<file path="src/design/dlelk_pkg.sv">
`timescale 1ns / 1ps
// ----------------------------------------------------------------------------
// dlelk_pkg
// Shared constants, command codes and queue entry types of the DLE link engine.
// ----------------------------------------------------------------------------
package dlelk_pkg;

  localparam int unsigned RX_DEPTH  = 64;
  localparam int unsigned MSG_LEN   = 6;
  localparam int unsigned PAY_BYTES = 6;
  localparam int unsigned PAY_W     = 8 * PAY_BYTES;
  localparam int unsigned WIDX_W    = $clog2(RX_DEPTH + 1);
  localparam int unsigned STEP_W    = $clog2(MSG_LEN + 4);
  localparam int unsigned MSG_IDX_W = (MSG_LEN > 1) ? $clog2(MSG_LEN) : 1;
  localparam int unsigned Q_DEPTH   = 2;
  localparam int unsigned Q_AW      = (Q_DEPTH > 1) ? $clog2(Q_DEPTH) : 1;
  localparam int unsigned Q_CW      = $clog2(Q_DEPTH + 1);

  localparam logic [7:0] CH_DLE  = 8'h10;
  localparam logic [7:0] CH_ENQ  = 8'h05;
  localparam logic [7:0] CH_SOH  = 8'h01;
  localparam logic [7:0] CH_ETB  = 8'h17;
  localparam logic [7:0] CH_ACK0 = 8'h06;
  localparam logic [7:0] CH_ACK1 = 8'h08;

  localparam logic [PAY_W-1:0] TX_PAYLOAD_RST = 48'h216F6C6C6548;

  localparam logic [STEP_W-1:0] STEP_MSG     = STEP_W'(MSG_LEN);
  localparam logic [STEP_W-1:0] STEP_MSG_P2  = STEP_W'(MSG_LEN + 2);
  localparam logic [STEP_W-1:0] LAST_SHORT   = STEP_W'(1);
  localparam logic [STEP_W-1:0] LAST_DELIVER = STEP_W'(MSG_LEN + 1);
  localparam logic [STEP_W-1:0] LAST_SEND    = STEP_W'(MSG_LEN + 3);

  typedef enum logic [1:0] {
    CMD_START,
    CMD_ENQ,
    CMD_ETB,
    CMD_ACK0
  } cmd_e;

  typedef logic [MSG_LEN-1:0][7:0] msg_t;

  typedef struct packed {
    cmd_e cmd;
    msg_t msg;
  } q_entry_t;

  typedef struct packed {
    logic     valid;
    q_entry_t entry;
  } q_port_t;

  // index of the final reply byte for a command
  function automatic logic [STEP_W-1:0] cmd_last_step(input cmd_e cmd);
    logic [STEP_W-1:0] r;
    case (cmd)
      CMD_ETB:  r = LAST_DELIVER;
      CMD_ACK0: r = LAST_SEND;
      default:  r = LAST_SHORT;
    endcase
    return r;
  endfunction

endpackage

</file>
<file path="src/design/dlelk_if.sv">
`timescale 1ns / 1ps
// ----------------------------------------------------------------------------
// dlelk_if
// Valid/ready channels of the DLE link engine: input items and result items.
// ----------------------------------------------------------------------------
interface dlelk_in_if;
  logic       valid;
  logic       ready;
  logic       mode;
  logic [7:0] rx_byte;

  modport source (output valid, output mode, output rx_byte, input ready);
  modport sink   (input valid, input mode, input rx_byte, output ready);
endinterface

interface dlelk_out_if;
  logic       valid;
  logic       ready;
  logic       out_kind;
  logic [7:0] out_byte;
  logic       last;

  modport source (output valid, output out_kind, output out_byte, output last, input ready);
  modport sink   (input valid, input out_kind, input out_byte, input last, output ready);
endinterface

</file>
<file path="src/design/dlelk_front.sv">
`timescale 1ns / 1ps
// ----------------------------------------------------------------------------
// dlelk_front
// Escape decoder and receive store; turns items that need a reply into commands.
// ----------------------------------------------------------------------------
module dlelk_front import dlelk_pkg::*; (
  input  logic      clk_i,
  input  logic      rst_ni,
  dlelk_in_if.sink  in_i,
  output q_port_t   push_o,
  input  logic      full_i
);

  logic              esc_q, esc_d;
  logic [WIDX_W-1:0] widx_q, widx_d;
  msg_t              msg_q, msg_d;
  logic              accept;
  logic              store;

  assign in_i.ready = !full_i;
  assign accept     = in_i.valid && in_i.ready;

  always_comb begin
    esc_d              = esc_q;
    widx_d             = widx_q;
    msg_d              = msg_q;
    store              = 1'b0;
    push_o.valid       = 1'b0;
    push_o.entry.cmd   = CMD_START;
    push_o.entry.msg   = msg_q;
    if (accept) begin
      if (in_i.mode) begin
        push_o.valid = 1'b1;
      end else if (!esc_q) begin
        if (in_i.rx_byte == CH_DLE) begin
          esc_d = 1'b1;
        end else begin
          store = 1'b1;
        end
      end else begin
        esc_d = 1'b0;
        case (in_i.rx_byte)
          CH_DLE: store = 1'b1;
          CH_ENQ: begin
            push_o.valid     = 1'b1;
            push_o.entry.cmd = CMD_ENQ;
          end
          CH_SOH: widx_d = '0;
          CH_ETB: begin
            push_o.valid     = 1'b1;
            push_o.entry.cmd = CMD_ETB;
          end
          CH_ACK0: begin
            push_o.valid     = 1'b1;
            push_o.entry.cmd = CMD_ACK0;
          end
          default: ;
        endcase
      end
    end
    // only the first MSG_LEN entries are ever read back, the rest just count
    if (store && (widx_q < WIDX_W'(RX_DEPTH))) begin
      for (int k = 0; k < MSG_LEN; k++) begin
        if (widx_q == WIDX_W'(k)) begin
          msg_d[k] = in_i.rx_byte;
        end
      end
      widx_d = widx_q + WIDX_W'(1);
    end
  end

  always_ff @(posedge clk_i or negedge rst_ni) begin
    if (!rst_ni) begin
      esc_q  <= 1'b0;
      widx_q <= '0;
      msg_q  <= '0;
    end else begin
      esc_q  <= esc_d;
      widx_q <= widx_d;
      msg_q  <= msg_d;
    end
  end

  a_widx_range: assert property (@(posedge clk_i) disable iff (!rst_ni)
    widx_q <= WIDX_W'(RX_DEPTH))
    else $error("receive index past store depth");

endmodule

</file>
<file path="src/design/dlelk_fifo.sv">
`timescale 1ns / 1ps
// ----------------------------------------------------------------------------
// dlelk_fifo
// Short command queue between the front decoder and the reply sequencer.
// ----------------------------------------------------------------------------
module dlelk_fifo import dlelk_pkg::*; (
  input  logic    clk_i,
  input  logic    rst_ni,
  input  q_port_t push_i,
  output logic    full_o,
  output q_port_t head_o,
  input  logic    pop_i
);

  q_entry_t          mem_q [Q_DEPTH];
  logic [Q_AW-1:0]   wr_q, rd_q;
  logic [Q_CW-1:0]   cnt_q, cnt_d;
  logic              do_push, do_pop;

  assign full_o       = (cnt_q == Q_CW'(Q_DEPTH));
  assign head_o.valid = (cnt_q != '0);
  assign head_o.entry = mem_q[rd_q];
  assign do_push      = push_i.valid && !full_o;
  assign do_pop       = pop_i && head_o.valid;

  always_comb begin
    cnt_d = cnt_q;
    if (do_push && !do_pop) begin
      cnt_d = cnt_q + Q_CW'(1);
    end else if (do_pop && !do_push) begin
      cnt_d = cnt_q - Q_CW'(1);
    end
  end

  always_ff @(posedge clk_i or negedge rst_ni) begin
    if (!rst_ni) begin
      wr_q  <= '0;
      rd_q  <= '0;
      cnt_q <= '0;
    end else begin
      cnt_q <= cnt_d;
      if (do_push) begin
        wr_q <= (wr_q == Q_AW'(Q_DEPTH - 1)) ? '0 : wr_q + Q_AW'(1);
      end
      if (do_pop) begin
        rd_q <= (rd_q == Q_AW'(Q_DEPTH - 1)) ? '0 : rd_q + Q_AW'(1);
      end
    end
  end

  always_ff @(posedge clk_i) begin
    if (do_push) begin
      mem_q[wr_q] <= push_i.entry;
    end
  end

  a_cnt_range: assert property (@(posedge clk_i) disable iff (!rst_ni)
    cnt_q <= Q_CW'(Q_DEPTH))
    else $error("queue count overflow");

  a_no_lost_push: assert property (@(posedge clk_i) disable iff (!rst_ni)
    push_i.valid |-> !full_o)
    else $error("command pushed into full queue");

endmodule

</file>
<file path="src/design/dlelk_back.sv">
`timescale 1ns / 1ps
// ----------------------------------------------------------------------------
// dlelk_back
// Reply sequencer: walks one queued command byte by byte into the output register.
// ----------------------------------------------------------------------------
module dlelk_back import dlelk_pkg::*; (
  input  logic             clk_i,
  input  logic             rst_ni,
  input  q_port_t          head_i,
  output logic             pop_o,
  input  logic [PAY_W-1:0] tx_payload_i,
  dlelk_out_if.source      out_o
);

  logic [STEP_W-1:0]              step_q, step_d;
  logic [MSG_IDX_W-1:0]           pidx;
  logic [STEP_W-1:0]              last_step;
  logic [PAY_BYTES-1:0][7:0]      pay;
  logic                           load;
  logic                           is_last;
  logic                           kind;
  logic [7:0]                     byte_v;
  logic                           vld_q;
  logic                           kind_q;
  logic [7:0]                     byte_q;
  logic                           last_q;

  assign pay       = tx_payload_i;
  assign pidx      = MSG_IDX_W'(step_q - STEP_W'(2));
  assign last_step = cmd_last_step(head_i.entry.cmd);
  assign is_last   = (step_q == last_step);
  assign load      = head_i.valid && (!vld_q || out_o.ready);
  assign pop_o     = load && is_last;
  assign step_d    = is_last ? '0 : step_q + STEP_W'(1);

  always_comb begin
    kind   = 1'b0;
    byte_v = CH_DLE;
    case (head_i.entry.cmd)
      CMD_START: byte_v = (step_q == '0) ? CH_DLE : CH_ENQ;
      CMD_ENQ:   byte_v = (step_q == '0) ? CH_DLE : CH_ACK0;
      CMD_ETB: begin
        if (step_q < STEP_MSG) begin
          kind   = 1'b1;
          byte_v = head_i.entry.msg[step_q[MSG_IDX_W-1:0]];
        end else if (step_q == STEP_MSG) begin
          byte_v = CH_DLE;
        end else begin
          byte_v = CH_ACK1;
        end
      end
      CMD_ACK0: begin
        if (step_q == '0) begin
          byte_v = CH_DLE;
        end else if (step_q == STEP_W'(1)) begin
          byte_v = CH_SOH;
        end else if (step_q < STEP_MSG_P2) begin
          byte_v = pay[pidx];
        end else if (step_q == STEP_MSG_P2) begin
          byte_v = CH_DLE;
        end else begin
          byte_v = CH_ETB;
        end
      end
      default: ;
    endcase
  end

  always_ff @(posedge clk_i or negedge rst_ni) begin
    if (!rst_ni) begin
      step_q <= '0;
      vld_q  <= 1'b0;
    end else begin
      if (load) begin
        step_q <= step_d;
        vld_q  <= 1'b1;
      end else if (out_o.ready) begin
        vld_q  <= 1'b0;
      end
    end
  end

  always_ff @(posedge clk_i) begin
    if (load) begin
      kind_q <= kind;
      byte_q <= byte_v;
      last_q <= is_last;
    end
  end

  assign out_o.valid    = vld_q;
  assign out_o.out_kind = kind_q;
  assign out_o.out_byte = byte_q;
  assign out_o.last     = last_q;

  a_pop_marks_last: assert property (@(posedge clk_i) disable iff (!rst_ni)
    pop_o |=> vld_q && last_q)
    else $error("command retired without a final result");

  a_idle_step_zero: assert property (@(posedge clk_i) disable iff (!rst_ni)
    !head_i.valid |-> step_q == '0)
    else $error("sequencer step not rewound");

  a_step_in_range: assert property (@(posedge clk_i) disable iff (!rst_ni)
    head_i.valid |-> step_q <= last_step)
    else $error("sequencer step past end of reply");

endmodule

</file>
<file path="src/design/dle_link_handshake_engine.sv">
`timescale 1ns / 1ps
// ----------------------------------------------------------------------------
// dle_link_handshake_engine
// DLE-escaped link control: decodes line bytes and start requests, emits replies.
// ----------------------------------------------------------------------------
//  channel   dir  payload                         handshake
//  in_i      in   mode, rx_byte                   valid/ready
//  out_o     out  out_kind, out_byte, last        valid/ready
//  cfg       in   cfg_wdata_i (tx_payload, 48b)   cfg_we_i, no wait
//
//  an item is taken whenever the command queue has room; items
//  with no reply also wait while the queue is full
//  the first result of an item comes out through the command queue and the
//  output register, then one result a cycle unless out_o.ready stalls it:
//  2 results for a start, ENQ; MSG_LEN+2 for ETB; MSG_LEN+4 for ACK0 (10 at most)
//  a two-entry command queue and the output register let the front keep
//  taking items while the back is stalled by out_o.ready
//  reset clears control state but not queue storage or output data, no clearing pass
// ----------------------------------------------------------------------------
module dle_link_handshake_engine import dlelk_pkg::*; (
  input  logic             clk_i,
  input  logic             rst_ni,
  dlelk_in_if.sink         in_i,
  dlelk_out_if.source      out_o,
  input  logic             cfg_we_i,
  input  logic [PAY_W-1:0] cfg_wdata_i
);

  logic [PAY_W-1:0] tx_payload_q;
  q_port_t          push;
  q_port_t          head;
  logic             full;
  logic             pop;

  always_ff @(posedge clk_i or negedge rst_ni) begin
    if (!rst_ni) begin
      tx_payload_q <= TX_PAYLOAD_RST;
    end else if (cfg_we_i) begin
      tx_payload_q <= cfg_wdata_i;
    end
  end

  dlelk_front u_front (
    .clk_i  (clk_i),
    .rst_ni (rst_ni),
    .in_i   (in_i),
    .push_o (push),
    .full_i (full)
  );

  dlelk_fifo u_fifo (
    .clk_i  (clk_i),
    .rst_ni (rst_ni),
    .push_i (push),
    .full_o (full),
    .head_o (head),
    .pop_i  (pop)
  );

  dlelk_back u_back (
    .clk_i        (clk_i),
    .rst_ni       (rst_ni),
    .head_i       (head),
    .pop_o        (pop),
    .tx_payload_i (tx_payload_q),
    .out_o        (out_o)
  );

endmodule

</file>
<file path="src/flat_wrapper.sv">
// flat-port wrapper written by rule: the top's interface ports become plain ports
module dle_link_handshake_engine_flat import dlelk_pkg::*;
  (clk_i, rst_ni, cfg_we_i, cfg_wdata_i, in_i_valid, in_i_mode, in_i_rx_byte, in_i_ready, out_o_valid, out_o_out_kind, out_o_out_byte, out_o_last, out_o_ready);
  dlelk_in_if in_i_i ();
  dlelk_out_if out_o_i ();
  input  logic clk_i;
  input  logic rst_ni;
  input  logic cfg_we_i;
  input  logic [PAY_W-1:0] cfg_wdata_i;
  input wire logic [$bits(in_i_i.valid)-1:0] in_i_valid;
  input wire logic [$bits(in_i_i.mode)-1:0] in_i_mode;
  input wire logic [$bits(in_i_i.rx_byte)-1:0] in_i_rx_byte;
  output wire logic [$bits(in_i_i.ready)-1:0] in_i_ready;
  output wire logic [$bits(out_o_i.valid)-1:0] out_o_valid;
  output wire logic [$bits(out_o_i.out_kind)-1:0] out_o_out_kind;
  output wire logic [$bits(out_o_i.out_byte)-1:0] out_o_out_byte;
  output wire logic [$bits(out_o_i.last)-1:0] out_o_last;
  input wire logic [$bits(out_o_i.ready)-1:0] out_o_ready;
  assign in_i_i.valid = in_i_valid;
  assign in_i_i.mode = in_i_mode;
  assign in_i_i.rx_byte = in_i_rx_byte;
  assign in_i_ready = in_i_i.ready;
  assign out_o_valid = out_o_i.valid;
  assign out_o_out_kind = out_o_i.out_kind;
  assign out_o_out_byte = out_o_i.out_byte;
  assign out_o_last = out_o_i.last;
  assign out_o_i.ready = out_o_ready;
  dle_link_handshake_engine u_core (.clk_i(clk_i), .rst_ni(rst_ni), .in_i(in_i_i), .out_o(out_o_i), .cfg_we_i(cfg_we_i), .cfg_wdata_i(cfg_wdata_i));
endmodule
</file>
<file path="config.mk">
export PLATFORM = sky130hd
export DESIGN_NAME = dle_link_handshake_engine_flat
export DESIGN_NICKNAME = d
export VERILOG_FILES = /design/src/design/dlelk_pkg.sv /design/src/design/dlelk_if.sv /design/src/design/dlelk_front.sv /design/src/design/dlelk_fifo.sv /design/src/design/dlelk_back.sv /design/src/design/dle_link_handshake_engine.sv /design/src/flat_wrapper.sv
export SDC_FILE = /design/constraint.sdc
export NUM_CORES = 1
export LEC_CHECK = 0
export ABC_AREA = 1
export BUFFER_PORTS_ARGS = -buffer_cell sky130_fd_sc_hd__buf_4
export CORE_AREA = 2 2 186 188
export DETAILED_ROUTE_END_ITERATION = 10
export DIE_AREA = 0 0 188 190
export PLACE_DENSITY = 0.48
export SLEW_MARGIN = 20
export SYNTH_ARGS = -nofsm -noshare
export SYNTH_HDL_FRONTEND = slang
export SYNTH_SLANG_ARGS = --single-unit
</file>
<file path="constraint.sdc">
create_clock -name clk_i -period 3.2 [get_ports clk_i]
set_input_delay 0.96 -clock clk_i [delete_from_list [all_inputs] [get_ports clk_i]]
set_output_delay 0.96 -clock clk_i [all_outputs]
set_load 0.01 [all_outputs]
</file>
Word-level counts from Yosys, hierarchy flattened
Memories as Yosys holds them, arrays and structs flattened.
Index checks and enable logic that the tools add are counted.
{ "totals": {"reg_bits": 123, "ram_bits": 100, "inputBits": 62, "output_inout_bits": 12, "elab_cells": 120, "memories": 1} }
{ "memory_table": {"columns": ["name", "words", "word_bits", "rd", "rd_clocked_by_memory_dff", "wr", "line", "source"], "rows": [
  ["u_core.u_fifo.mem_q", 2, 50, 1, 0, 1, "dlelk_fifo.sv:15", "q_entry_t mem_q [Q_DEPTH];"]
]} }
{ "classes": {"add_sub_neg": 7, "magnitude_cmp": 5, "n_eq_ne": 19, "mux": 40, "bitwise": 1, "reduce_logical": 30} }
{ "ops": {"columns": ["op", "count"], "rows": [
  ["8-bit binary-select mux with 3-bit select", 2],
  ["8-bit two-way mux", 6],
  ["7-bit two-way mux", 5],
  ["8-bit one-hot mux with 4 select lines", 1],
  ["8-bit by 3-bit equality test with 1-bit output (second input constant)", 2],
  ["8-bit by 5-bit equality test with 1-bit output (second input constant)", 2],
  ["5-bit two-way mux", 3],
  ["7-bit by 2-bit equality test with 1-bit output (second input constant)", 2],
  ["7-bit by 3-bit equality test with 1-bit output (second input constant)", 2],
  ["1-bit two-way mux", 14],
  ["2-bit AND reduction", 7],
  ["2-bit nonzero test", 6],
  ["3-bit two-way mux", 3],
  ["3-bit one-hot mux with 3 select lines", 1],
  ["8-bit by 1-bit equality test with 1-bit output (second input constant)", 1],
  ["1-bit logical AND", 8],
  ["3-bit by 4-bit less-than comparator with 1-bit output (second input constant)", 2],
  ["4-bit one-hot mux with 2 select lines", 1],
  ["7-bit by 1-bit adder with 7-bit output (second input constant)", 1],
  ["7-bit by 1-bit equality test with 1-bit output (second input constant)", 1],
  ["7-bit logical NOT", 1],
  ["7-bit less-than comparator (second input constant)", 1],
  ["2-bit equality test (second input constant)", 3],
  ["2-bit two-way mux", 3],
  ["other kinds (20)", 24]
]} }

Depth between registers and ports, before layout
Gate-level depths: netlist of run 1.
{ "logic_depth": {"depth_word": 10, "mapped_depth": 13, "ltp_nobuf": 13} }

Modules after synthesis
A second synthesis of run 1 with hierarchy kept.
{ "hier_totals": {"cells_unflattened": 1022, "area_unflattened_um2": 10019.6} }
{ "modules_own_cells": {"columns": ["module", "n_inst", "cells_per_inst", "area_each_um2", "seq_area_each_um2"], "rows": [
  ["dlelk_fifo", 1, 293, 3947.5, 3103.0],
  ["dlelk_front", 1, 254, 2502.4, 1401.3],
  ["dle_link_handshake_engine", 1, 203, 1833.0, 1228.7],
  ["dlelk_back", 1, 272, 1736.7, 425.4]
]} }

Worst setup path before layout of run 1
Ideal clock, no wire load.
{ "synth_timing": {"path_type": "input -> register", "start": "in in_i_rx_byte[7]", "end": "mem u_core.u_fifo.mem_q[1][0] (netlist bit) (enable)", "setup_time_ns": 0.458, "t_arrival_ns": 3.835, "setup_slack_ns": -1.093, "path_stages": 9, "path_buffers": 0, "path_cell_list": "inv_1 > nand3_1 > nor2_1 > nand2_1 > nand3_1 > nand2_1 > nand2_1 > nand2_1 > nor2_1"} }
{ "synth_via": {"elab_chain_len": 8} }
{ "synth_lines": {"columns": ["element", "line", "source"], "rows": [
  ["from (decl)", "flat_wrapper.sv:12", "input wire logic [$bits(in_i_i.rx_byte)-1:0] in_i_rx_byte;"],
  ["8-bit by 3-bit equality test with 1-bit output or 8-bit by 5-bit equality test with 1-bit output (tied branches)", "dlelk_front.sv:42", "case (in_i.rx_byte)"],
  ["3-bit one-hot mux with 3 select lines (*)", "dlelk_front.sv:42", null],
  ["3-bit two-way mux (*)", "dlelk_front.sv:34", "end else if (!esc_q) begin"],
  ["1-bit two-way mux (*)", "dlelk_front.sv:32", "if (in_i.mode) begin"],
  ["3-bit two-way mux (*)", "dlelk_front.sv:31", "if (accept) begin"],
  ["1-bit logical AND (*)", "dlelk_fifo.sv:23", "assign do_push = push_i.valid && !full_o;"],
  ["1-bit two-way mux (*)", "dlelk_fifo.sv:52", "if (do_push) begin"],
  ["1-bit two-way mux (implied by the code) (*)", "dlelk_fifo.sv:53", "mem_q[wr_q] <= push_i.entry;"],
  ["to (decl)", "dlelk_fifo.sv:15", null]
]} }
Every way passes the cells marked *; elsewhere a longest branch is shown, timed or not.

Worst setup path in the final report of run 1
{ "layout_timing": {"start": "reg u_core.u_fifo.rd_q", "end": "reg u_core.u_fifo.cnt_q[1]"} }
{ "layout_via": {"elab_chain_len": 9} }
{ "layout_lines": {"columns": ["element", "line", "source"], "rows": [
  ["from (decl)", "dlelk_fifo.sv:16", "logic [Q_AW-1:0] wr_q, rd_q;"],
  ["from (signal assigned)", "dlelk_fifo.sv:46", "rd_q <= (rd_q == Q_AW'(Q_DEPTH - 1)) ? '0 : rd_q + Q_AW'(1);"],
  ["memory 2 x 50 bit (*)", null, null],
  ["2-bit equality test", "dlelk_pkg.sv:56", "case (cmd)"],
  ["4-bit one-hot mux with 2 select lines (*)", "dlelk_pkg.sv:56", null],
  ["4-bit equality test (*)", "dlelk_back.sv:31", "assign is_last = (step_q == last_step);"],
  ["1-bit logical AND (*)", "dlelk_back.sv:33", "assign pop_o = load && is_last;"],
  ["1-bit logical AND (*)", "dlelk_fifo.sv:24", "assign do_pop = pop_i && head_o.valid;"],
  ["1-bit logical NOT", "dlelk_fifo.sv:28", "if (do_push && !do_pop) begin"],
  ["1-bit logical AND", "dlelk_fifo.sv:28", null],
  ["2-bit two-way mux or 2-bit nonzero test (tied branches)", null, null],
  ["to (signal assigned)", "dlelk_fifo.sv:41", "cnt_q <= cnt_d;"],
  ["to (decl)", "dlelk_fifo.sv:17", "logic [Q_CW-1:0] cnt_q, cnt_d;"]
]} }
Marked as above.
A chain may end at the register's enable or synchronous reset.

==> flow_summary.rst, run 1 <==
.. list-table::
   :header-rows: 1

   * - Metric
     - Value
   * - Adder-cell share of the synthesized area
     - 1.43%
   * - Met1 track demand over resource
     - 18.8%
   * - Number of setup violations in the final report
     - 0
   * - Post-route fraction of the period consumed by the critical path
     - 74.9%
   * - Number of synthesized flops with an enable pin
     - 110
   * - Met3 layer usage reported by global route
     - 2.34%
   * - Non-filler cells, final
     - 1470
   * - Die Ht
     - 190 um
   * - HPWL reported at the end of detailed placement
     - 15200 um
   * - Share of the synthesized area in compound gates (AO/OA/AOI/OAI)
     - 11.5%
   * - DR vias
     - 6549
   * - Startpoint type of the worst setup path
     - flop
   * - Data arrival time at the worst-slack endpoint
     - 2820 ps
   * - Die Wd
     - 188 um
   * - Largest vdd supply drop
     - 0.418 mV
   * - Parity-gate share of the synthesized area counting xor and xnor cells
     - 0.636%
   * - Area fraction in and, or, nand and nor cells after synthesis
     - 14.8%
   * - Initial antenna violation count
     - 0
   * - Detailed-route wire length
     - 23800 um
   * - Placed inst area
     - 0.0108 mm^2
   * - Cts bufs inserted
     - 25
   * - Data required time at the worst endpoint
     - 3620 ps
   * - Number of distinct library cells after synthesis
     - 40
   * - Clock tree root driver cell
     - clkbuf_16
   * - Max Slew Vio Count
     - 0
   * - Combined area of all synthesized cells
     - 0.00964 mm^2
   * - Standby leakage power
     - 4.85 nW
   * - Hold-fix buffer count after cts
     - 0
   * - Wire length per cell after detailed routing
     - 16.2 um
   * - Setup Buffers After CTS
     - 0
   * - Clock Skews
     - 22.4 ps
   * - Fraction of layout cells with a size suffix above 1
     - 20.5%
   * - CP Max Fanout
     - 26
   * - Post-synth net total
     - 983
   * - Proportion of synthesized flip-flops having asynchronous set or reset
     - 50.7%
   * - Max-cap viol count
     - 0
   * - Global routing's busiest layer
     - met2
   * - Main synth FF type
     - edfxtp_1
   * - Pwr per Cell Area
     - 810 mW/mm^2
   * - Met2 Use GR
     - 22.5%
   * - Clock insertion delay at the later pin of the skew report
     - 540 ps
   * - Average instance area after synthesis
     - 10.6 um^2
   * - Initial core utilization
     - 28.4%
   * - Worst slew pin tran
     - 746 ps
   * - Minimum period implied by the final worst setup slack
     - 2400 ps
   * - Placed insts
     - 1424
   * - TritonCTS clock tree
     - built
   * - Post-synthesis mux area share
     - 2.67%
   * - Synth-to-Final Area Change
     - 20.0%
   * - Maximum buffer depth of the clock tree
     - 3
   * - Buffers added on ports
     - 73
   * - Standard cell core area
     - 0.0339 mm^2
   * - RSZ-0062 raised after global routing
     - no
   * - Filler instances
     - 3487
   * - Detail Route Antenna Nets
     - 0
   * - Final standard cell area without fillers
     - 0.0116 mm^2
   * - Critical path class
     - reg -> reg
   * - TritonCTS Sinks
     - 223
   * - H-tree depth
     - 1
   * - Num rows
     - 68
   * - Ant diodes
     - 0
   * - Area of the die
     - 0.0357 mm^2
   * - Drt first-iter violations
     - 426
   * - First-pass DRT Iterations
     - 5
   * - Portion of the post-synthesis area used by sequential elements
     - 63.9%
   * - Drt drc
     - 0
   * - First element of the critical path
     - u_core.u_fifo.rd_q$_DFFE_PN0P_
   * - Headroom to the max-slew limit
     - 50.3%
   * - Total global-route track usage
     - 13.6%
   * - Max Freq
     - 417 MHz
   * - Tightest Hold Check Type
     - in -> async
   * - Total congestion overflow
     - 0
   * - Worst r2r src
     - u_core.u_fifo.rd_q$_DFFE_PN0P_
   * - Weighted congestion reported at the end of routability-driven placement
     - 0.766
   * - Number of global-route vias before repair
     - 6726
   * - Count of final hold-check violations
     - 0
   * - Nets@finish
     - 1069
   * - I/O pin cnt
     - 74
   * - Final TNS setup
     - 0 ps
   * - Post-CTS resize count
     - 0
   * - Final total power
     - 9.37 mW
   * - Largest net degree at the start of global routing
     - 75
   * - Synthesis Warnings
     - 0
   * - Type of element capturing the critical path
     - flop
   * - CTS clock-pin slew for the worst setup and hold paths
     - 70 ps
   * - Avg Vias per Cell
     - 4.46
   * - Main combinational cell family by area after synthesis
     - simple AND/OR/NAND/NOR gates
   * - Final Hold Slack
     - 322 ps
   * - Status
     - complete, no violations
   * - First-pass GRT wire length
     - 38300 um
   * - Post-synthesis cell count
     - 910
   * - Flop and latch count out of synthesis
     - 223
-- area by class of cell --
| cell class | instances | area [um^2] | area share, % |
|---|---|---|---|
| multi-input cells | 577 | 3000 | 25.9 |
| flip-flops and latches | 223 | 6160 | 53.2 |
| inverters | 73 | 279 | 2.41 |
| repair buffers | 96 | 771 | 6.66 |
| clock buffers | 36 | 728 | 6.29 |
| well taps | 455 | 569 | 4.92 |
| clock inverters | 10 | 67.6 | 0.584 |
-- cells in the mapped netlist, drive strengths merged, types with 3 or more instances --
cell type / n / share of area, %
dfstp: 22 / 6.0
o22ai: 18 / 1.2
nor3: 3 / 0.27
nor2: 75 / 3.2
ha: 11 / 1.4
inv: 72 / 2.8
clkbuf: 13 / 0.51
buf: 24 / 1.7
edfxtp: 110 / 34
a21oi: 28 / 1.5
xor2: 6 / 0.55
o21ai: 158 / 8.5
dfrtp: 91 / 24
nand2: 206 / 8.2
nand3: 40 / 2.9
mux2: 22 / 2.6
-- registers in the layout, indices dropped and copies added, names as in the netlist, 2 cells and up --
name	count
u_core.u_back.out_o.out_byte	8
u_core.u_front.push_o	48
u_core.u_front.widx_q	7
u_core.tx_payload_q	48
u_core.u_back.step_q	4
u_core.u_fifo.cnt_q	2
u_core.u_fifo.mem_q	100
-- power by group --
group	switching, mW	internal [mW]	total [mW]	leakage [nW]
clock	1.19	1.59	2.78	0.399
sequential	0.181	3.47	3.65	2.46
combinational	1.98	0.956	2.94	1.99
total	3.35	6.02	9.37	4.85
-- critical path, stage by stage (launching register included) --
cell and delay (ps):
dfrtp_1 480, buf_4 350, inv_1 100, nand2_1 60
nand2_1 90, nand3_1 90, nand2_1 60, a21oi_1 200
nand3_1 140, ha_1 330, a21oi_1 120, o21ai_0 110
xor2_1 150
-- kinds of logic after synthesis --
group | count (synthesis)
buf+inv | 110
mux | 23
simple gates | 328
xor+xnor | 7
fa+ha+maj | 11
compound gates | 208
flops | 223
-- metrics by stage --
stage | setup slack [ps] | utilization, %
final | 803 | 34.1
after global routing | 493 | 34.1
after CTS | 757 | 34.1
after detailed placement | 285 | 31.7
after global placement | 291 | 31.7
after floorplan | 69.1 | -
-- layout by cell type, fill, tap and decap left out, types with 27 or more instances in the layout --
cell      count
o21ai_0     105
o21ai_1      46
nor2_1       71
dfrtp_1      91
buf_4        92
nand3_1      34
edfxtp_1    110
nand2_1     202
inv_1        68
a21oi_1      27
-- path summary, 6_finish.rpt --
| kind | end | slack (ps) | depth (start not counted) |
|---|---|---|---|
| setup / recovery | u_core.u_fifo.cnt_q[1]$_DFFE_PN0P_ | 800 | 12 |
| min in group clk_i | u_core.u_fifo.mem_q[1][2]$_DFFE_PP_ | 470 | 0 |
| setup reg to reg | u_core.u_fifo.cnt_q[1]$_DFFE_PN0P_ | 800 | 12 |
| hold / removal | u_core.u_front.push_o[29]$_DFFE_PN0P_ | 320 | 1 |
| hold reg to reg | u_core.u_fifo.mem_q[1][2]$_DFFE_PP_ | 470 | 0 |
| max in group asynchronous | u_core.u_front.push_o[40]$_DFFE_PN0P_ | 2110 | 2 |
-- metal layers --
layer | vias up | wire [um]
met3 | 30 | 1120
met5 | - | 0
li1 | 3261 | -
met4 | 0 | 403
met2 | 136 | 10800
met1 | 3122 | 11500
Power figures use the tool's default switching activity.
==> inputs of run 2 (changes only) <==
--- a/config.mk
+++ b/config.mk
@@ -5,12 +5,12 @@
 export SDC_FILE = /design/constraint.sdc
 export NUM_CORES = 1
 export LEC_CHECK = 0
-export ABC_AREA = 1
+export ABC_AREA = 0
 export BUFFER_PORTS_ARGS = -buffer_cell sky130_fd_sc_hd__buf_4
-export CORE_AREA = 2 2 186 188
+export CORE_AREA = 2 2 184 186
 export DETAILED_ROUTE_END_ITERATION = 10
-export DIE_AREA = 0 0 188 190
-export PLACE_DENSITY = 0.48
+export DIE_AREA = 0 0 186 188
+export PLACE_DENSITY = 0.46
 export SLEW_MARGIN = 20
 export SYNTH_ARGS = -nofsm -noshare
 export SYNTH_HDL_FRONTEND = slang
==> constraint.sdc (replaced) <==
create_clock -name clk_i -period 2.47 [get_ports clk_i]
set_input_delay 0.741 -clock clk_i [delete_from_list [all_inputs] [get_ports clk_i]]
set_output_delay 0.741 -clock clk_i [all_outputs]
set_load 0.01 [all_outputs]
==> flow_summary.rst, run 2 <==
.. list-table::
   :header-rows: 1

   * - Metric
     - Value
   * - Combinational power share
     - 27.9% (was 31.3%)
   * - CP Max Fanout
     - 8 (was 26)
   * - Number of synthesized flops with an enable pin
     - 110 (unchanged)
   * - Nets@finish
     - 780 (was 1069)
   * - Type of element capturing the critical path
     - flop (unchanged)
   * - Largest net degree at the start of global routing
     - 70 (was 75)
   * - Non-filler cells, final
     - 1175 (was 1470)
   * - Number of setup violations in the final report
     - 0 (unchanged)
   * - Final Hold Slack
     - 213 ps (was 322 ps)
   * - Fraction of power consumed by the clock network
     - 29.0% (was 29.7%)
   * - Post-synthesis cell count
     - 586 (was 910)
   * - Ant diodes
     - 0 (unchanged)
   * - Area of the die
     - 0.0350 mm^2 (was 0.0357 mm^2)
   * - First-pass GRT wire length
     - 33900 um (was 38300 um)
   * - Critical path class
     - in -> reg (was reg -> reg)
   * - Register with the most flip-flops
     - u_core.u_fifo.mem_q (unchanged)
   * - I/O pin cnt
     - 74 (unchanged)
   * - Most common library cell in the layout ignoring fill and taps
     - edfxtp_1 (was nand2_1)
   * - Max Freq
     - 419 MHz
   * - Minimum period implied by the final worst setup slack
     - 2390 ps
   * - Headroom to the max-slew limit
     - 58.7% (was 50.3%)
   * - Sequential cell fraction of total power
     - 43.1% (was 39.0%)
   * - Internal power of the cells
     - 9.23 mW (was 6.02 mW)
   * - Post-route fraction of the period consumed by the critical path
     - 96.7%
   * - Total congestion overflow
     - 0 (unchanged)
   * - Flop and latch count out of synthesis
     - 223 (unchanged)
   * - Main synth FF type
     - edfxtp_1 (unchanged)
   * - Leading cell types by total area after synthesis
     - edfxtp_1, dfrtp_1, mux2_2 (was edfxtp_1, dfrtp_1, nand2_1)
   * - Cts bufs inserted
     - 26 (was 25)
   * - Count of final hold-check violations
     - 0 (unchanged)
   * - Total global-route track usage
     - 12.5% (was 13.6%)
   * - Detail Route Antenna Nets
     - 0 (unchanged)
   * - First-pass DRT Iterations
     - 5 (unchanged)
   * - CTS clock-pin slew for the worst setup and hold paths
     - 60 ps (was 70 ps)
   * - HPWL reported at the end of detailed placement
     - 15300 um (was 15200 um)
   * - Initial core utilization
     - 28.6% (was 28.4%)
   * - Detailed-route wire length
     - 21600 um (was 23800 um)
   * - TritonCTS Sinks
     - 223 (unchanged)
   * - Weighted congestion reported at the end of routability-driven placement
     - 0.790 (was 0.766)
   * - Commonest cells post-synth
     - edfxtp_1, mux2_2, dfrtp_1, mux2i_1, mux4_2 (was nand2_1, edfxtp_1, o21ai_0, dfrtp_1, nor2_1)
   * - Number of distinct library cells after synthesis
     - 61 (was 40)
   * - Startpoint type of the worst setup path
     - input port (was flop)
   * - TritonCTS clock tree
     - built (unchanged)
   * - Combined area of all synthesized cells
     - 0.00948 mm^2 (was 0.00964 mm^2)
   * - Largest register FFs
     - 100 (unchanged)
   * - Standard cell core area
     - 0.0331 mm^2 (was 0.0339 mm^2)
   * - Portion of the post-synthesis area used by sequential elements
     - 65.0% (was 63.9%)
   * - Data arrival time at the worst-slack endpoint
     - 2790 ps (was 2820 ps)
   * - H-tree depth
     - 1 (unchanged)
   * - Placed insts
     - 1125 (was 1424)
   * - Max-cap viol count
     - 0 (unchanged)
   * - Sw Pwr
     - 3.92 mW (was 3.35 mW)
   * - Initial antenna violation count
     - 0 (unchanged)
   * - Clock tree root driver cell
     - clkbuf_16 (unchanged)
   * - Filler instances
     - 3182 (was 3487)
   * - Pwr per Cell Area
     - 1110 mW/mm^2 (was 810 mW/mm^2)
   * - Synth-to-Final Area Change
     - 25.3% (was 20.0%)
   * - Commonest cells after routing, fill and taps aside
     - edfxtp_1, buf_4, mux2_2 (was nand2_1, edfxtp_1, o21ai_0)
   * - Switching fraction of total power
     - 29.8% (was 35.7%)
   * - Dominant cell by count in the synthesized netlist
     - edfxtp_1 (was nand2_1)
   * - Proportion of synthesized flip-flops having asynchronous set or reset
     - 50.7% (unchanged)
   * - Cell type with the largest total area after synthesis
     - edfxtp_1 (unchanged)
   * - Clock insertion delay at the later pin of the skew report
     - 520 ps (was 540 ps)
   * - Synthesis Warnings
     - 0 (unchanged)
   * - Number of global-route vias before repair
     - 5910 (was 6726)
   * - Worst slew pin tran
     - 619 ps (was 746 ps)
   * - Status
     - complete, no violations (unchanged)
   * - DR vias
     - 5434 (was 6549)
   * - Wire length per cell after detailed routing
     - 18.4 um (was 16.2 um)
   * - Tightest Hold Check Type
     - in -> async (unchanged)
   * - Drt drc
     - 0 (unchanged)
   * - Num rows
     - 67 (was 68)
   * - Standby leakage power
     - 4.67 nW (was 4.85 nW)
   * - Largest vdd supply drop
     - 0.468 mV (was 0.418 mV)
   * - Data required time at the worst endpoint
     - 2870 ps (was 3620 ps)
   * - Post-synth net total
     - 659 (was 983)
   * - Buffers added on ports
     - 73 (unchanged)
   * - Drt first-iter violations
     - 170 (was 426)
   * - Hold-fix buffer count after cts
     - 0 (unchanged)
   * - Clock Skews
     - 13.3 ps (was 22.4 ps)
   * - Maximum buffer depth of the clock tree
     - 3 (unchanged)
   * - Yosys top cell area share
     - 34.8% (was 34.3%)
   * - RSZ-0062 raised after global routing
     - yes (was no)
   * - Die Wd
     - 186 um (was 188 um)
   * - Average instance area after synthesis
     - 16.2 um^2 (was 10.6 um^2)
   * - Max Slew Vio Count
     - 0 (unchanged)
   * - Fraction of layout cells with a size suffix above 1
     - 45.5% (was 20.5%)
   * - Die Ht
     - 188 um (was 190 um)
   * - Avg Vias per Cell
     - 4.62 (was 4.46)
[run 2: changes by cell type after synthesis, sizes merged, moves of 9 or more]
cell   change
o21ai    -139
inv       -57
mux2i     +26
nor2      -58
buf        -9
mux4      +26
a21oi     -21
nand3     -24
o22ai     -12
nand2    -187
mux2      +76
[run 2: worst max-delay path: stages]
cell and delay [ps]:
buf_4 140, nor4_4 250, buf_4 170, nor4b_4 190, ha_1 260, nand2b_1 120
nor4_2 50, buf_4 180, buf_6 130, nand4_4 100, buf_12 140, mux2_2 330
[run 2: routing by layer]
| metal | track usage, % | routed length [um] |
|---|---|---|
| met5 | 0 | 0 |
| met4 | 2.97 | 428 |
| met3 | 2.14 | 926 |
| met2 | 20.7 | 10300 |
| met1 | 17.0 | 9950 |
[run 2: final cells by class]
cell class	count	area (um^2)	area share, %
clock inverters	10	78.8	0.664
well taps	448	561	4.72
multi-input cells	321	3200	26.9
repair buffers	119	1020	8.61
inverters	16	60.1	0.506
flip-flops and latches	223	6160	51.9
clock buffers	38	798	6.72
[run 2: what timing repair did]
action | in CTS | in global routing
setup endpoints to repair | 1 | 9
pin swaps | 0 | 1
gates resized for setup | 1 | 6
setup buffers | 0 | 2
[run 2: cell families (layout without fill, tap and decap cells)]
family	after synthesis	in the layout	synth area share, %
buf+inv	42	183	2.03
xor+xnor	10	10	0.924
mux	151	151	20.7
simple gates	97	97	6.35
flops	223	223	65.0
fa+ha+maj	11	11	1.45
compound gates	52	52	3.62
[run 2: through the flow]
step / instance area, um^2 / power [mW] / setup TNS, ps / worst slack (ps) / utilization, %
after floorplan: 9520 / 8.01 / -32650 / -267 / -
after global placement: 10900 / 9.34 / -25670 / -464 / 33.0
after detailed placement: 10900 / 9.46 / -28100 / -508 / 33.0
after CTS: 11800 / 13.3 / 0 / 26.7 / 35.7
after global routing: 11900 / 13.9 / 0 / 3.43 / 35.9
final: 11900 / 13.1 / 0 / 82.3 / 35.9
[run 2: worst paths after layout]
check | depth (start not counted) | slack (ps) | from | end
setup / recovery | 12 | 80 | in_i_rx_byte[6] | u_core.u_front.push_o[42]$_DFFE_PN0P_
hold / removal | 2 | 210 | rst_ni | u_core.tx_payload_q[5]$_DFFE_PN0P_
setup reg to reg | 8 | 160 | u_core.u_fifo.mem_q[1][49]$_DFFE_PP_ | u_core.u_fifo.cnt_q[1]$_DFFE_PN0P_
hold reg to reg | 0 | 460 | u_core.u_front.push_o[44]$_DFFE_PN0P_ | u_core.u_fifo.mem_q[1][44]$_DFFE_PP_
max in group asynchronous | 2 | 1870 | rst_ni | u_core.u_front.push_o[34]$_DFFE_PN0P_
min in group clk_i | 2 | 440 | out_o_ready | u_core.u_back.out_o.valid$_DFFE_PN0P_
[run 2: power groups by stage]
stage | Clock [mW] | Sequential (mW) | Combinational [mW]
5_1_grt | 4.07 | 5.78 | 4.02
6_report | 3.81 | 5.66 | 3.67
3_3_place_gp | 0 | 5.67 | 3.67
2_1_floorplan | 0 | 5.55 | 2.46
4_1_cts | 3.94 | 5.67 | 3.73
3_5_place_dp | 0 | 5.74 | 3.72
==> inputs of run 3 (changes only) <==
--- a/config.mk
+++ b/config.mk
@@ -10,6 +10,7 @@
 export CORE_AREA = 2 2 184 186
 export DETAILED_ROUTE_END_ITERATION = 10
 export DIE_AREA = 0 0 186 188
+export GPL_ROUTABILITY_DRIVEN = 0
 export PLACE_DENSITY = 0.46
 export SLEW_MARGIN = 20
 export SYNTH_ARGS = -nofsm -noshare
==> constraint.sdc (replaced) <==
create_clock -name clk_i -period 2.47 [get_ports clk_i]
set_input_delay 0.1235 -clock clk_i [delete_from_list [all_inputs] [get_ports clk_i]]
set_output_delay 0.1235 -clock clk_i [all_outputs]
set_load 0.01 [all_outputs]
==> flow_summary.rst, run 3 (same netlist as run 2, synthesis figures left out) <==
.. list-table::
   :header-rows: 1

   * - Metric
     - Value
   * - Status
     - complete, no violations (unchanged)
   * - Met1 track demand over resource
     - 17.9% (was 17.0%)
   * - Tightest Hold Check Type
     - in -> async (unchanged)
   * - Total congestion overflow
     - 0 (unchanged)
   * - Initial antenna violation count
     - 0 (unchanged)
   * - Placed insts
     - 1111 (was 1125)
   * - Headroom to the max-slew limit
     - 60.0% (was 58.7%)
   * - Critical path class
     - in -> reg (unchanged)
   * - Worst slack at placement
     - -15.2 ps (was -508 ps)
   * - TritonCTS clock tree
     - built (unchanged)
   * - Standard cell core area
     - 0.0331 mm^2 (unchanged)
   * - Fraction of power consumed by the clock network
     - 27.3% (was 29.0%)
   * - Startpoint type of the worst setup path
     - input port (unchanged)
   * - Gate family responsible for the most delay along the worst path
     - buffers and inverters (unchanged)
   * - Standby leakage power
     - 4.78 nW (was 4.67 nW)
   * - Drt drc
     - 0 (unchanged)
   * - Final TNS setup
     - 0 ps (unchanged)
   * - Avg Vias per Cell
     - 4.51 (was 4.62)
   * - WP buf/inv
     - 4 (was 5)
   * - First-pass GRT wire length
     - 34300 um (was 33900 um)
   * - Final Hold Slack
     - 97.7 ps (was 213 ps)
   * - Clock Skews
     - 18.7 ps (was 13.3 ps)
   * - I/O pin cnt
     - 74 (unchanged)
   * - Largest vdd supply drop
     - 0.525 mV (was 0.468 mV)
   * - Ant diodes
     - 0 (unchanged)
   * - Initial core utilization
     - 28.6% (unchanged)
   * - Register with the most flip-flops
     - u_core.u_fifo.mem_q (unchanged)
   * - Met3 layer usage reported by global route
     - 1.83% (was 2.14%)
   * - Largest register FFs
     - 100 (unchanged)
   * - DR vias
     - 5491 (was 5434)
   * - Combinational power share
     - 28.7% (was 27.9%)
   * - Data arrival time at the worst-slack endpoint
     - 2740 ps (was 2790 ps)
   * - Met2 Use GR
     - 20.9% (was 20.7%)
   * - Final standard cell area without fillers
     - 0.0122 mm^2 (was 0.0119 mm^2)
   * - Filler instances
     - 3118 (was 3182)
   * - Count of final hold-check violations
     - 0 (unchanged)
   * - Internal power of the cells
     - 9.05 mW (was 9.23 mW)
   * - Placed inst area
     - 0.0108 mm^2 (was 0.0109 mm^2)
   * - Non-filler cells, final
     - 1217 (was 1175)
   * - HPWL reported at the end of detailed placement
     - 15300 um (about the same)
   * - Sequential cell fraction of total power
     - 44.0% (was 43.1%)
   * - Maximum buffer depth of the clock tree
     - 3 (unchanged)
   * - Final total power
     - 13.0 mW (was 13.1 mW)
   * - Synth-to-Final Area Change
     - 28.7% (was 25.3%)
   * - Max Slew Vio Count
     - 0 (unchanged)
   * - Sw Pwr
     - 3.92 mW (about the same)
   * - First-pass DRT Iterations
     - 4 (was 5)
   * - Commonest cells after routing, fill and taps aside
     - edfxtp_1, mux2_2, buf_4 (was edfxtp_1, buf_4, mux2_2)
   * - Pwr per Cell Area
     - 1060 mW/mm^2 (was 1110 mW/mm^2)
   * - Clock tree root driver cell
     - clkbuf_16 (unchanged)
   * - Fraction of layout cells with a size suffix above 1
     - 40.1% (was 45.5%)
   * - Number of global-route vias before repair
     - 5955 (was 5910)
   * - Drt first-iter violations
     - 297 (was 170)
   * - CP Max Fanout
     - 11 (was 8)
   * - H-tree depth
     - 1 (unchanged)
   * - Max Freq
     - 427 MHz (was 419 MHz)
   * - Setup slack after layout
     - 128 ps (was 82.3 ps)
   * - Cts bufs inserted
     - 25 (was 26)
   * - CTS clock-pin slew for the worst setup and hold paths
     - 60 ps (about the same)
   * - Largest net degree at the start of global routing
     - 58 (was 70)
   * - Die Ht
     - 188 um (unchanged)
   * - Data required time at the worst endpoint
     - 2870 ps (about the same)
   * - Post-route fraction of the period consumed by the critical path
     - 94.8% (was 96.7%)
   * - Minimum period implied by the final worst setup slack
     - 2340 ps (was 2390 ps)
   * - Detailed-route wire length
     - 22200 um (was 21600 um)
   * - Num rows
     - 67 (unchanged)
   * - Finished Core Util
     - 36.8% (was 35.9%)
   * - Worst slew pin tran
     - 599 ps (was 619 ps)
   * - Cells along the critical path
     - dlygate4sd3_1 -> buf_4 -> nor4_4 -> nor4b_4 -> ha_1 -> nand2b_1 -> nor4_2 -> buf_4 -> and3_1 -> buf_12 -> mux2_2 (was buf_4 -> nor4_4 -> buf_4 -> nor4b_4 -> ha_1 -> nand2b_1 -> nor4_2 -> buf_4 -> buf_6 -> nand4_4 -> buf_12 -> mux2_2)
   * - Switching fraction of total power
     - 30.2% (was 29.8%)
   * - Peak per-stage delay on the critical path
     - 540 ps (was 330 ps)
   * - Global routing's busiest layer
     - met2 (unchanged)
   * - TritonCTS Sinks
     - 223 (unchanged)
   * - Most common library cell in the layout ignoring fill and taps
     - edfxtp_1 (unchanged)
   * - Type of element capturing the critical path
     - flop (unchanged)
   * - Die Wd
     - 186 um (unchanged)
   * - Area of the die
     - 0.0350 mm^2 (unchanged)
   * - Worst setup slack for register-to-register paths
     - 230 ps (was 160 ps)
   * - Max-cap viol count
     - 0 (unchanged)
   * - Nets@finish
     - 823 (was 780)
   * - RSZ-0062 raised after global routing
     - yes (unchanged)
   * - Total global-route track usage
     - 12.8% (was 12.5%)
   * - Number of setup violations in the final report
     - 0 (unchanged)
   * - Cell type of the slowest stage on the worst timing path
     - dlygate4sd3_1 (was mux2_2)
   * - Most repeated library cell on the critical path
     - buf_4 (unchanged)
   * - Buffers added on ports
     - 73 (unchanged)
   * - Detail Route Antenna Nets
     - 0 (unchanged)
   * - Clock insertion delay at the later pin of the skew report
     - 520 ps (about the same)
   * - Wire length per cell after detailed routing
     - 18.2 um (was 18.4 um)
-- run 3: cell types whose count changed in the layout (fill, tap and decap cells not counted), moves of 2 or more --
cell / previous run / this run
clkbuf_1: 4 / 7
a21oi_1: 4 / 6
clkbuf_16: 28 / 25
a21oi_2: 3 / 1
buf_4: 108 / 96
clkbuf_8: 6 / 4
dlygate4sd3_1: 0 / 59
buf_12: 10 / 8
-- run 3: worst register-to-register path, delay by kind of cell, from the launching register on --
| kind | cells | cell delay, ps |
|---|---|---|
| xor+xnor | 1 | 150 |
| simple gates | 4 | 1010 |
| flops | 1 | 440 |
| compound gates | 1 | 230 |
| fa+ha+maj | 1 | 330 |
-- run 3: cell type report --
class / count / area, um^2 / area share (%)
clock buffers: 36 / 707 / 5.80
multi-input cells: 321 / 3160 / 25.9
clock inverters: 10 / 80.1 / 0.656
inverters: 16 / 60.1 / 0.492
repair buffers: 163 / 1470 / 12.1
well taps: 448 / 561 / 4.60
flip-flops and latches: 223 / 6160 / 50.5
-- run 3: worst paths after layout --
path | start | endpoint | depth (start not counted)
max reg2reg | u_core.u_fifo.mem_q[1][49]$_DFFE_PP_ | u_core.u_fifo.cnt_q[1]$_DFFE_PN0P_ | 7
min in group clk_i | in_i_valid | u_core.u_front.esc_q$_DFFE_PN0P_ | 4
max in group asynchronous | rst_ni | u_core.tx_payload_q[33]$_DFFE_PN1P_ | 3
min | rst_ni | u_core.u_front.push_o[7]$_DFFE_PN0P_ | 2
max | in_i_rx_byte[7] | u_core.u_front.push_o[21]$_DFFE_PN0P_ | 11
min reg2reg | u_core.u_front.push_o[46]$_DFFE_PN0P_ | u_core.u_fifo.mem_q[1][46]$_DFFE_PP_ | 0
-- run 3: what timing repair did --
| item | 4_1_cts | 5_1_grt |
|---|---|---|
| setup endpoints to repair | 0 | 46 |
| gates resized for setup | 0 | 3 |
| buffers inserted | 0 | 1 |
| hold buffers | 59 | 0 |
| endpoints found under the hold margin | 174 | 0 |
-- run 3: per-layer routing --
layer / routed length (um) / vias up
met5: 0 / -
li1: - / 2557
met1: 10700 / 2816
met2: 10300 / 88
met4: 489 / 0
met3: 674 / 30
-- run 3: power groups by stage --
stage / registers, mW / logic, mW / clock network (mW)
detailed placement: 5.80 / 3.72 / 0
global route: 5.84 / 4.08 / 3.82
floorplan: 5.55 / 2.44 / 0
global placement: 5.74 / 3.67 / 0
CTS: 5.73 / 3.81 / 3.65
finish: 5.71 / 3.72 / 3.54
